## src/hdl/rwlm_pkg.sv

```systemverilog
`default_nettype none
package rwlm_pkg;

	// defaults for the top-level parameters
	localparam int QUEUE_DEPTH_DEF = 10;
	localparam int ID_BITS_DEF     = 8;

	// fixed field widths of the words on the channels
	localparam int ID_W   = 8;
	localparam int OP_W   = 2;
	localparam int STAT_W = 3;
	localparam int CNT_W  = 8;
	localparam logic [CNT_W-1:0] CNT_MAX = '1;

	// request kinds
	localparam logic [OP_W-1:0] OP_RD_LOCK   = 2'd0;
	localparam logic [OP_W-1:0] OP_RD_UNLOCK = 2'd1;
	localparam logic [OP_W-1:0] OP_WR_LOCK   = 2'd2;
	localparam logic [OP_W-1:0] OP_WR_UNLOCK = 2'd3;

	// reply status codes
	localparam logic [STAT_W-1:0] ST_OK       = 3'd0;
	localparam logic [STAT_W-1:0] ST_WAIT     = 3'd1;
	localparam logic [STAT_W-1:0] ST_FULL     = 3'd2;
	localparam logic [STAT_W-1:0] ST_RETRY    = 3'd3;
	localparam logic [STAT_W-1:0] ST_NOT_HELD = 3'd4;

	// result kinds
	localparam logic KIND_REPLY = 1'b0;
	localparam logic KIND_WAKE  = 1'b1;

	typedef struct packed {
		logic [OP_W-1:0] op;
		logic [ID_W-1:0] thread_id;
	} req_t;

	typedef struct packed {
		logic              kind;
		logic [STAT_W-1:0] status;
		logic [ID_W-1:0]   target_id;
		logic              last;
	} rsp_t;

	// controller -> datapath
	typedef struct packed {
		logic load_req;   // capture the accepted request word
		logic exec;       // apply the decision, load the reply
		logic wake_wr;    // load the wake for the waiting writer
		logic drain_step; // load one queued-reader wake, fetch the next
	} ctrl_cmd_t;

	// datapath -> controller
	typedef struct packed {
		logic out_free;   // output register can take a word this cycle
		logic need_wake;  // current request wakes the waiting writer
		logic need_drain; // current request wakes the reader queue
		logic drain_last; // word in the queue read register is the last
	} dp_stat_t;

endpackage
`default_nettype wire

```

## src/hdl/rwlm_ram.sv

```systemverilog
`default_nettype none
module rwlm_ram #(
	parameter int WIDTH = 8,
	parameter int DEPTH = 10,
	localparam int AW = (DEPTH > 1) ? $clog2(DEPTH) : 1
) (
	input  wire logic             clk,
	input  wire logic             we,
	input  wire logic [AW-1:0]    waddr,
	input  wire logic [WIDTH-1:0] wdata,
	input  wire logic             re,
	input  wire logic [AW-1:0]    raddr,
	output logic      [WIDTH-1:0] rdata_q
);

	logic [WIDTH-1:0] mem_q [DEPTH];

	always_ff @(posedge clk) begin
		if (we) begin
			mem_q[waddr] <= wdata;
		end
		if (re) begin
			rdata_q <= mem_q[raddr];
		end
	end

endmodule
`default_nettype wire

```

## src/hdl/rwlm_ctrl.sv

```systemverilog
`default_nettype none
module rwlm_ctrl (
	input  wire logic                 clk,
	input  wire logic                 arst_n,
	input  wire logic                 req_valid,
	output logic                      req_ready,
	input  wire rwlm_pkg::dp_stat_t   stat,
	output rwlm_pkg::ctrl_cmd_t       cmd
);
	import rwlm_pkg::*;

	typedef enum logic [3:0] {
		S_IDLE  = 4'b0001,
		S_EXEC  = 4'b0010,
		S_WAKE  = 4'b0100,
		S_DRAIN = 4'b1000
	} state_t;

	state_t state_q, state_d;

	always_comb begin
		state_d   = state_q;
		cmd       = '0;
		req_ready = 1'b0;
		case (state_q)
			S_IDLE: begin
				req_ready = 1'b1;
				if (req_valid) begin
					cmd.load_req = 1'b1;
					state_d      = S_EXEC;
				end
			end
			S_EXEC: begin
				if (stat.out_free) begin
					cmd.exec = 1'b1;
					if (stat.need_wake) begin
						state_d = S_WAKE;
					end else if (stat.need_drain) begin
						state_d = S_DRAIN;
					end else begin
						state_d = S_IDLE;
					end
				end
			end
			S_WAKE: begin
				if (stat.out_free) begin
					cmd.wake_wr = 1'b1;
					state_d     = S_IDLE;
				end
			end
			S_DRAIN: begin
				if (stat.out_free) begin
					cmd.drain_step = 1'b1;
					if (stat.drain_last) begin
						state_d = S_IDLE;
					end
				end
			end
			default: begin
				state_d = S_IDLE;
			end
		endcase
	end

	always_ff @(posedge clk or negedge arst_n) begin
		if (!arst_n) begin
			state_q <= S_IDLE;
		end else begin
			state_q <= state_d;
		end
	end

	// a writer wake never goes out unless an unlock was executed before it, with at most a stall in the wake state between
	a_wake_after_exec: assert property (@(posedge clk) disable iff (!arst_n)
		cmd.wake_wr |-> $past(cmd.exec) || $past(state_q == S_WAKE))
		else $error("writer wake without a preceding unlock");

endmodule
`default_nettype wire

```

## src/hdl/rwlm_dp.sv

```systemverilog
`default_nettype none
module rwlm_dp #(
	parameter int QUEUE_DEPTH = rwlm_pkg::QUEUE_DEPTH_DEF,
	parameter int ID_BITS     = rwlm_pkg::ID_BITS_DEF
) (
	input  wire logic                 clk,
	input  wire logic                 arst_n,
	input  wire rwlm_pkg::req_t       req,
	output rwlm_pkg::rsp_t            rsp,
	output logic                      rsp_valid,
	input  wire logic                 rsp_ready,
	input  wire rwlm_pkg::ctrl_cmd_t  cmd,
	output rwlm_pkg::dp_stat_t        stat
);
	import rwlm_pkg::*;

	localparam int IDW   = (ID_BITS < ID_W) ? ID_BITS : ID_W;
	localparam int AW    = (QUEUE_DEPTH > 1) ? $clog2(QUEUE_DEPTH) : 1;
	localparam int FILLW = $clog2(QUEUE_DEPTH + 1);
	localparam logic [FILLW-1:0] DEPTH_F = FILLW'(QUEUE_DEPTH);

	// request word
	logic [OP_W-1:0] op_q;
	logic [IDW-1:0]  id_q;

	// lock state
	logic [CNT_W-1:0] cnt_q;
	logic             wr_held_q;
	logic             wr_wait_q;
	logic [IDW-1:0]   wr_id_q;
	logic [FILLW-1:0] fill_q;
	logic [FILLW-1:0] ptr_q;

	// output register
	rsp_t out_q;
	logic out_valid_q;

	// decision for the request in op_q/id_q
	logic [STAT_W-1:0] dec_status;
	logic              dec_last;
	logic              cnt_inc, cnt_dec, wh_set, wh_clr, ww_set, ww_clr, q_push;
	logic              dec_wake, dec_drain;

	logic [IDW-1:0]   q_rdata;
	logic             q_re;
	logic [FILLW-1:0] ptr_nxt;
	logic [AW-1:0]    q_raddr;
	logic             out_load;

	always_comb begin
		dec_status = ST_OK;
		dec_last   = 1'b1;
		cnt_inc    = 1'b0;
		cnt_dec    = 1'b0;
		wh_set     = 1'b0;
		wh_clr     = 1'b0;
		ww_set     = 1'b0;
		ww_clr     = 1'b0;
		q_push     = 1'b0;
		dec_wake   = 1'b0;
		dec_drain  = 1'b0;
		case (op_q)
			OP_RD_LOCK: begin
				if (!wr_held_q && !wr_wait_q) begin
					if (cnt_q == CNT_MAX) begin
						dec_status = ST_RETRY;
					end else begin
						cnt_inc = 1'b1;
					end
				end else if (fill_q < DEPTH_F) begin
					q_push     = 1'b1;
					dec_status = ST_WAIT;
				end else begin
					dec_status = ST_FULL;
				end
			end
			OP_RD_UNLOCK: begin
				if (cnt_q == '0) begin
					dec_status = ST_NOT_HELD;
				end else begin
					cnt_dec = 1'b1;
					if (cnt_q == CNT_W'(1) && wr_wait_q) begin
						ww_clr   = 1'b1;
						dec_wake = 1'b1;
						dec_last = 1'b0;
					end
				end
			end
			OP_WR_LOCK: begin
				if (cnt_q == '0 && !wr_held_q) begin
					wh_set = 1'b1;
				end else if (!wr_wait_q) begin
					ww_set     = 1'b1;
					dec_status = ST_WAIT;
				end else begin
					dec_status = ST_RETRY;
				end
			end
			OP_WR_UNLOCK: begin
				if (!wr_held_q) begin
					dec_status = ST_NOT_HELD;
				end else begin
					wh_clr = 1'b1;
					if (wr_wait_q) begin
						ww_clr   = 1'b1;
						dec_wake = 1'b1;
						dec_last = 1'b0;
					end else if (fill_q != '0) begin
						dec_drain = 1'b1;
						dec_last  = 1'b0;
					end
				end
			end
			default: begin
				dec_status = ST_NOT_HELD;
			end
		endcase
	end

	// drain: exec fetches entry 0, each step fetches the entry after ptr_q;
	// the last step has nothing left to fetch
	assign ptr_nxt = FILLW'(ptr_q + 1'b1);
	assign q_re    = (cmd.exec && dec_drain) || (cmd.drain_step && !stat.drain_last);
	assign q_raddr = cmd.drain_step ? ptr_nxt[AW-1:0] : '0;

	rwlm_ram #(
		.WIDTH(IDW),
		.DEPTH(QUEUE_DEPTH)
	) u_queue (
		.clk    (clk),
		.we     (cmd.exec && q_push),
		.waddr  (fill_q[AW-1:0]),
		.wdata  (id_q),
		.re     (q_re),
		.raddr  (q_raddr),
		.rdata_q(q_rdata)
	);

	always_ff @(posedge clk) begin
		if (cmd.load_req) begin
			op_q <= req.op;
			id_q <= req.thread_id[IDW-1:0];
		end
		if (cmd.exec && ww_set) begin
			wr_id_q <= id_q;
		end
	end

	always_ff @(posedge clk or negedge arst_n) begin
		if (!arst_n) begin
			cnt_q     <= '0;
			wr_held_q <= 1'b0;
			wr_wait_q <= 1'b0;
			fill_q    <= '0;
			ptr_q     <= '0;
		end else begin
			if (cmd.exec) begin
				if (cnt_inc) cnt_q <= cnt_q + 1'b1;
				if (cnt_dec) cnt_q <= cnt_q - 1'b1;
				if (wh_set) wr_held_q <= 1'b1;
				if (wh_clr) wr_held_q <= 1'b0;
				if (ww_set) wr_wait_q <= 1'b1;
				if (ww_clr) wr_wait_q <= 1'b0;
				if (q_push) fill_q <= fill_q + 1'b1;
				if (dec_drain) ptr_q <= '0;
			end
			if (cmd.drain_step) begin
				if (stat.drain_last) begin
					fill_q <= '0;
				end else begin
					ptr_q <= ptr_nxt;
				end
			end
		end
	end

	// output register
	assign out_load = cmd.exec || cmd.wake_wr || cmd.drain_step;

	always_ff @(posedge clk) begin
		if (cmd.exec) begin
			out_q.kind      <= KIND_REPLY;
			out_q.status    <= dec_status;
			out_q.target_id <= ID_W'(id_q);
			out_q.last      <= dec_last;
		end else if (cmd.wake_wr) begin
			out_q.kind      <= KIND_WAKE;
			out_q.status    <= ST_OK;
			out_q.target_id <= ID_W'(wr_id_q);
			out_q.last      <= 1'b1;
		end else if (cmd.drain_step) begin
			out_q.kind      <= KIND_WAKE;
			out_q.status    <= ST_OK;
			out_q.target_id <= ID_W'(q_rdata);
			out_q.last      <= stat.drain_last;
		end
	end

	always_ff @(posedge clk or negedge arst_n) begin
		if (!arst_n) begin
			out_valid_q <= 1'b0;
		end else if (out_load) begin
			out_valid_q <= 1'b1;
		end else if (rsp_ready) begin
			out_valid_q <= 1'b0;
		end
	end

	assign rsp       = out_q;
	assign rsp_valid = out_valid_q;

	assign stat.out_free   = !out_valid_q || rsp_ready;
	assign stat.need_wake  = dec_wake;
	assign stat.need_drain = dec_drain;
	assign stat.drain_last = (ptr_nxt == fill_q);

	a_fill_bound: assert property (@(posedge clk) disable iff (!arst_n)
		fill_q <= DEPTH_F)
		else $error("reader queue fill beyond depth");

	a_writer_excl: assert property (@(posedge clk) disable iff (!arst_n)
		wr_held_q |-> cnt_q == '0)
		else $error("writer holds the lock while readers are counted");

	a_wait_reason: assert property (@(posedge clk) disable iff (!arst_n)
		wr_wait_q |-> (wr_held_q || cnt_q != '0))
		else $error("writer waits on a free lock");

	a_drain_nonempty: assert property (@(posedge clk) disable iff (!arst_n)
		cmd.drain_step |-> (fill_q != '0 && ptr_q < fill_q))
		else $error("queue drain past the fill");

endmodule
`default_nettype wire

```

## src/hdl/reader_writer_lock_manager_unit.sv

```systemverilog
`default_nettype none
// Reader/writer lock manager, writer preference.
//
// req (valid/ready): one word per request, op = read lock, read unlock,
//   write lock or write unlock, plus the requester's thread id.
// rsp (valid/ready): every request gets one reply word (kind = reply);
//   an unlock may follow it with wake words (kind = wake), one per woken
//   thread. The final word caused by a request has last = 1.
// Sequence: a taken request is registered, then executes once the output
//   register is free, loading the reply there, valid from then on. Wakes
//   follow one per cycle while the output register is free; a write unlock
//   that drains the reader queue sends one wake per queued reader.
//   The queued reader ids sit in a RAM with registered read, so the drain
//   runs one entry per cycle through its single read port, stalls aside.
// Stall: the output register holds its word until rsp_ready; the controller
//   waits while the register is occupied and not being emptied. req_ready is
//   high only between requests, independent of the output side.
// Reset: arst_n clears the reader count, the writer flags and the queue
//   fill; queue RAM contents are never cleared (only filled entries are read).
module reader_writer_lock_manager_unit #(
	parameter int QUEUE_DEPTH = rwlm_pkg::QUEUE_DEPTH_DEF,
	parameter int ID_BITS     = rwlm_pkg::ID_BITS_DEF
) (
	input  wire logic            clk,
	input  wire logic            arst_n,
	input  wire logic            req_valid,
	output logic                 req_ready,
	input  wire rwlm_pkg::req_t  req,
	output logic                 rsp_valid,
	input  wire logic            rsp_ready,
	output rwlm_pkg::rsp_t       rsp
);
	import rwlm_pkg::*;

	ctrl_cmd_t cmd;
	dp_stat_t  stat;

	// sequencing: accept, execute, then writer wake or reader drain
	rwlm_ctrl u_ctrl (
		.clk      (clk),
		.arst_n   (arst_n),
		.req_valid(req_valid),
		.req_ready(req_ready),
		.stat     (stat),
		.cmd      (cmd)
	);

	// lock state, reader queue RAM, decision logic, output register
	rwlm_dp #(
		.QUEUE_DEPTH(QUEUE_DEPTH),
		.ID_BITS    (ID_BITS)
	) u_dp (
		.clk      (clk),
		.arst_n   (arst_n),
		.req      (req),
		.rsp      (rsp),
		.rsp_valid(rsp_valid),
		.rsp_ready(rsp_ready),
		.cmd      (cmd),
		.stat     (stat)
	);

endmodule
`default_nettype wire
```

## config.mk

```make
export PLATFORM = sky130hd
export DESIGN_NAME = reader_writer_lock_manager_unit
export DESIGN_NICKNAME = d
export VERILOG_FILES = /design/src/hdl/rwlm_pkg.sv /design/src/hdl/rwlm_ram.sv /design/src/hdl/rwlm_ctrl.sv /design/src/hdl/rwlm_dp.sv /design/src/hdl/reader_writer_lock_manager_unit.sv
export SDC_FILE = /design/constraint.sdc
export NUM_CORES = 1
export LEC_CHECK = 0
export ABC_AREA = 1
export ABC_CLOCK_PERIOD_IN_PS = 5500
export BUFFER_PORTS_ARGS = -buffer_cell sky130_fd_sc_hd__buf_2
export CORE_AREA = 8 8 159 161
export DETAILED_ROUTE_END_ITERATION = 8
export DIE_AREA = 0 0 167 169
export HOLD_SLACK_MARGIN = 0.15
export PLACE_DENSITY_LB_ADDON = 0.2
export SLEW_MARGIN = 30
export SYNTH_ARGS = -nofsm -noshare
export SYNTH_HDL_FRONTEND = slang
export SYNTH_SLANG_ARGS = --single-unit
```

## constraint.sdc

```tcl
create_clock -name clk -period 5.5 [get_ports clk]
set_clock_uncertainty 0.2 [all_clocks]
set_input_delay 1.1 -clock clk [delete_from_list [all_inputs] [get_ports clk]]
set_output_delay 1.1 -clock clk [all_outputs]
set_load 0.03 [all_outputs]
```

==> flow_summary.yaml <==
setup_path:
  cp.arrival_ps: 2910
  cp-end-kind: "register"
  path_class: "primary input to register"
  cp_max_fo: 18
  required_ps: 5350
  setup.worst_path.start_class: "primary input"
route:
  finalWirelength_mm: 16.8
  drtAntennaViolNets: 0
  route.met3.wl_microns: 606
  met2_length_mm: 7.37
  wl_met1_mm: 8.52
  first_pass_iters: 5
  vias: 4692
  wire_per_inst_microns: 16.5
  route.detailed.drc: 0
  top_layer: "met4"
  first_iter_violations: 418
  via_per_inst: 4.63
min_path:
  hold_path_class: "register to register"
clock_tree:
  clkSlewWorstSetupHoldPaths_ps: 60
  cts.sinks: 142
  h-tree-depth: 4
  numCtsBuffers: 17
  clk_latency_ps: 420
  cts_max_path_buffers: 2
  post_cts_resize_count: 0
  postCtsHoldBufs: 0
  cts_tree: "built"
  post_cts_buffers: 0
  cts_root_buf: "clkbuf_16"
power_and_ir_drop:
  power_w: 0.00328
  p_sw_frac: 0.295
  p_per_area_nw_per_um2: 421
  seqPwrFrac: 0.438
  p_int_w: 0.00231
  p_comb_frac: 0.172
  power_switching_w: 0.000968
  clkPwrFrac: 0.390
  ir_drop_uv: 163
  p_leak_nw: 3.24
yosys:
  synth_top_area_share: 0.529
  ys_warn_count: 0
  synth_commonest_cells: "nand2_1 (139), edfxtp_1 (118), inv_1 (95)"
  synth_cell_types: 36
  ys_async_sr_fraction: 0.162
  synthFlopType: "edfxtp_1"
  syn_inst: 684
  syn-mean-instance-area_sq_um: 9.80
  synth_edf_count: 118
  synthTopCellsByArea: "edfxtp_1 (53%), dfrtp_1 (8.2%), nand2_1 (7.8%), inv_1 (5.3%), nand3_1 (5.1%)"
  synth_top_cell_by_area: "edfxtp_1"
  ys_ff_latch: 142
  netlist_area_sq_um: 6700
  synth-seq-area-share: 0.618
  synth.most_common_cell: "nand2_1"
  synth_fp_nets: 707
place:
  numPortBuffers: 28
  place_ws_ps: 1970
  dpl.hpwl_mm: 11.4
  gp_congestion: 0.767
  placed_area_sq_um: 7140
timing:
  finalCritPeriodShare: 0.557
  setup_viol: 0
  tns_ps: 0
  rsz0062_at_grt: "no"
  worst_pin_slew_ps: 864
  final-max-slew-violation-count: 0
  period_needed_ps: 3060
  relSlewSlack: 0.422
  setup_ws_ps: 2440
  final_hold_viol_count: 0
  clock.fmax_mhz: 327
  holdWs_ps: 297
layout:
  num-fill-cells: 2327
  layout-drive-gt1-share: 0.131
  fin_area_sq_um: 7790
  syn2layout_area_growth_pct: 16.3
  n_antenna_cell: 0
  final_nets: 735
die:
  die_x_microns: 167
  rows: 56
  dieHeight_microns: 169
  pin_count: 29
  initial_core_util: 0.292
  die-area_sq_um: 28200
  design.core.area_sq_um: 22900
job:
  cap_violations: 0
grt:
  grt_pass1_vias: 4455
  overflow: 0
  grt_pass1_wl_mm: 26.1
  globalRouteTotalUtil: 0.122
  grt_max_degree: 43
  antenna_found_initial: 0
run_status:
  status: "completed"
## cells in the final DEF (no fill, tap or decap), types with 4 or more instances in the layout
master,instances
bufinv_16,6
dfrtp_1,22
ha_1,9
nor3_2,6
a21oi_1,20
inv_1,95
buf_2,28
edfxtp_1,118
inv_2,10
nor2_2,7
xor2_1,12
nor2_1,71
o21ai_0,15
o21ai_1,14
clkbuf_16,17
nand3_1,68
nand2_1,139
nand4_1,32
buf_4,4
## state kept, by name, summed over array words and instances (netlist names)
name / cells
u_dp.id_q: 8
u_dp.wr_held_q: 1
u_dp.u_queue.rdata_q: 8
u_dp.rsp: 13
u_dp.cnt_q: 8
u_dp.ptr_q: 4
u_dp.fill_q: 4
u_ctrl.state_q: 4
u_dp.u_queue.mem_q: 80
u_dp.wr_wait_q: 1
u_dp.wr_id_q: 8
u_dp.op_q: 2
u_dp.rsp_valid: 1
## power by group through the flow
stage	logic (W)	clock network, W	registers [W]
after floorplan	0.000393	0	0.00144
final	0.000564	0.00128	0.00144
after detailed placement	0.000567	0	0.00146
after global routing	0.000634	0.00135	0.00145
after CTS	0.000568	0.00131	0.00144
after global placement	0.000564	0	0.00146
## area by class of cell
class / count / area [sq um] / area share
inverters: 107 / 404 / 0.0519
well taps: 290 / 363 / 0.0466
clock buffers: 19 / 433 / 0.0556
flip-flops and latches: 142 / 4140 / 0.531
repair buffers: 32 / 170 / 0.0218
clock inverters: 12 / 218 / 0.0279
multi-input cells: 412 / 2060 / 0.265
## metal layers
metal,track usage,up-vias
met2,0.180,96
met5,0,-
met3,0.0263,20
met4,0.0474,0
met1,0.170,2246
li1,-,2330
## worst paths after layout
kind | start | end | slack (ps) | cells past startpoint
min in group asynchronous | arst_n | u_dp.cnt_q[4] | 470 | 1
max in group asynchronous | arst_n | u_dp.wr_wait_q | 4230 | 1
max | rsp_ready | u_dp.u_queue.mem_q[0][2] | 2440 | 11
min reg2reg | u_dp.rsp[12] | u_dp.rsp[12] | 300 | 2
max reg2reg | u_dp.ptr_q[0] | u_dp.u_queue.rdata_q[0] | 2500 | 8
min | u_dp.rsp[12] | u_dp.rsp[12] | 300 | 2
## critical path, cell delays in order
cell and delay [ps]:
buf_2 80, inv_2 30, nand2_2 130, inv_2 100
nor2_8 240, inv_4 150, nor2_4 120, nand2_1 150
inv_2 90, nand2_1 90, nor2_1 620
## metrics by stage
stage / util / std cells
after floorplan: - / 684
after global placement: 0.310 / 983
after detailed placement: 0.312 / 983
after CTS: 0.340 / 1014
after global routing: 0.340 / 1014
final: 0.340 / 1014
## logic make-up after synthesis
logic type      Yosys count  share of synthesized area
simple gates            335                      0.226
fa+ha+maj                 9                     0.0168
compound gates           55                     0.0433
buf+inv                 130                     0.0788
xor+xnor                 13                     0.0170
flops                   142                      0.618
(Power assumes the default switching activity.)
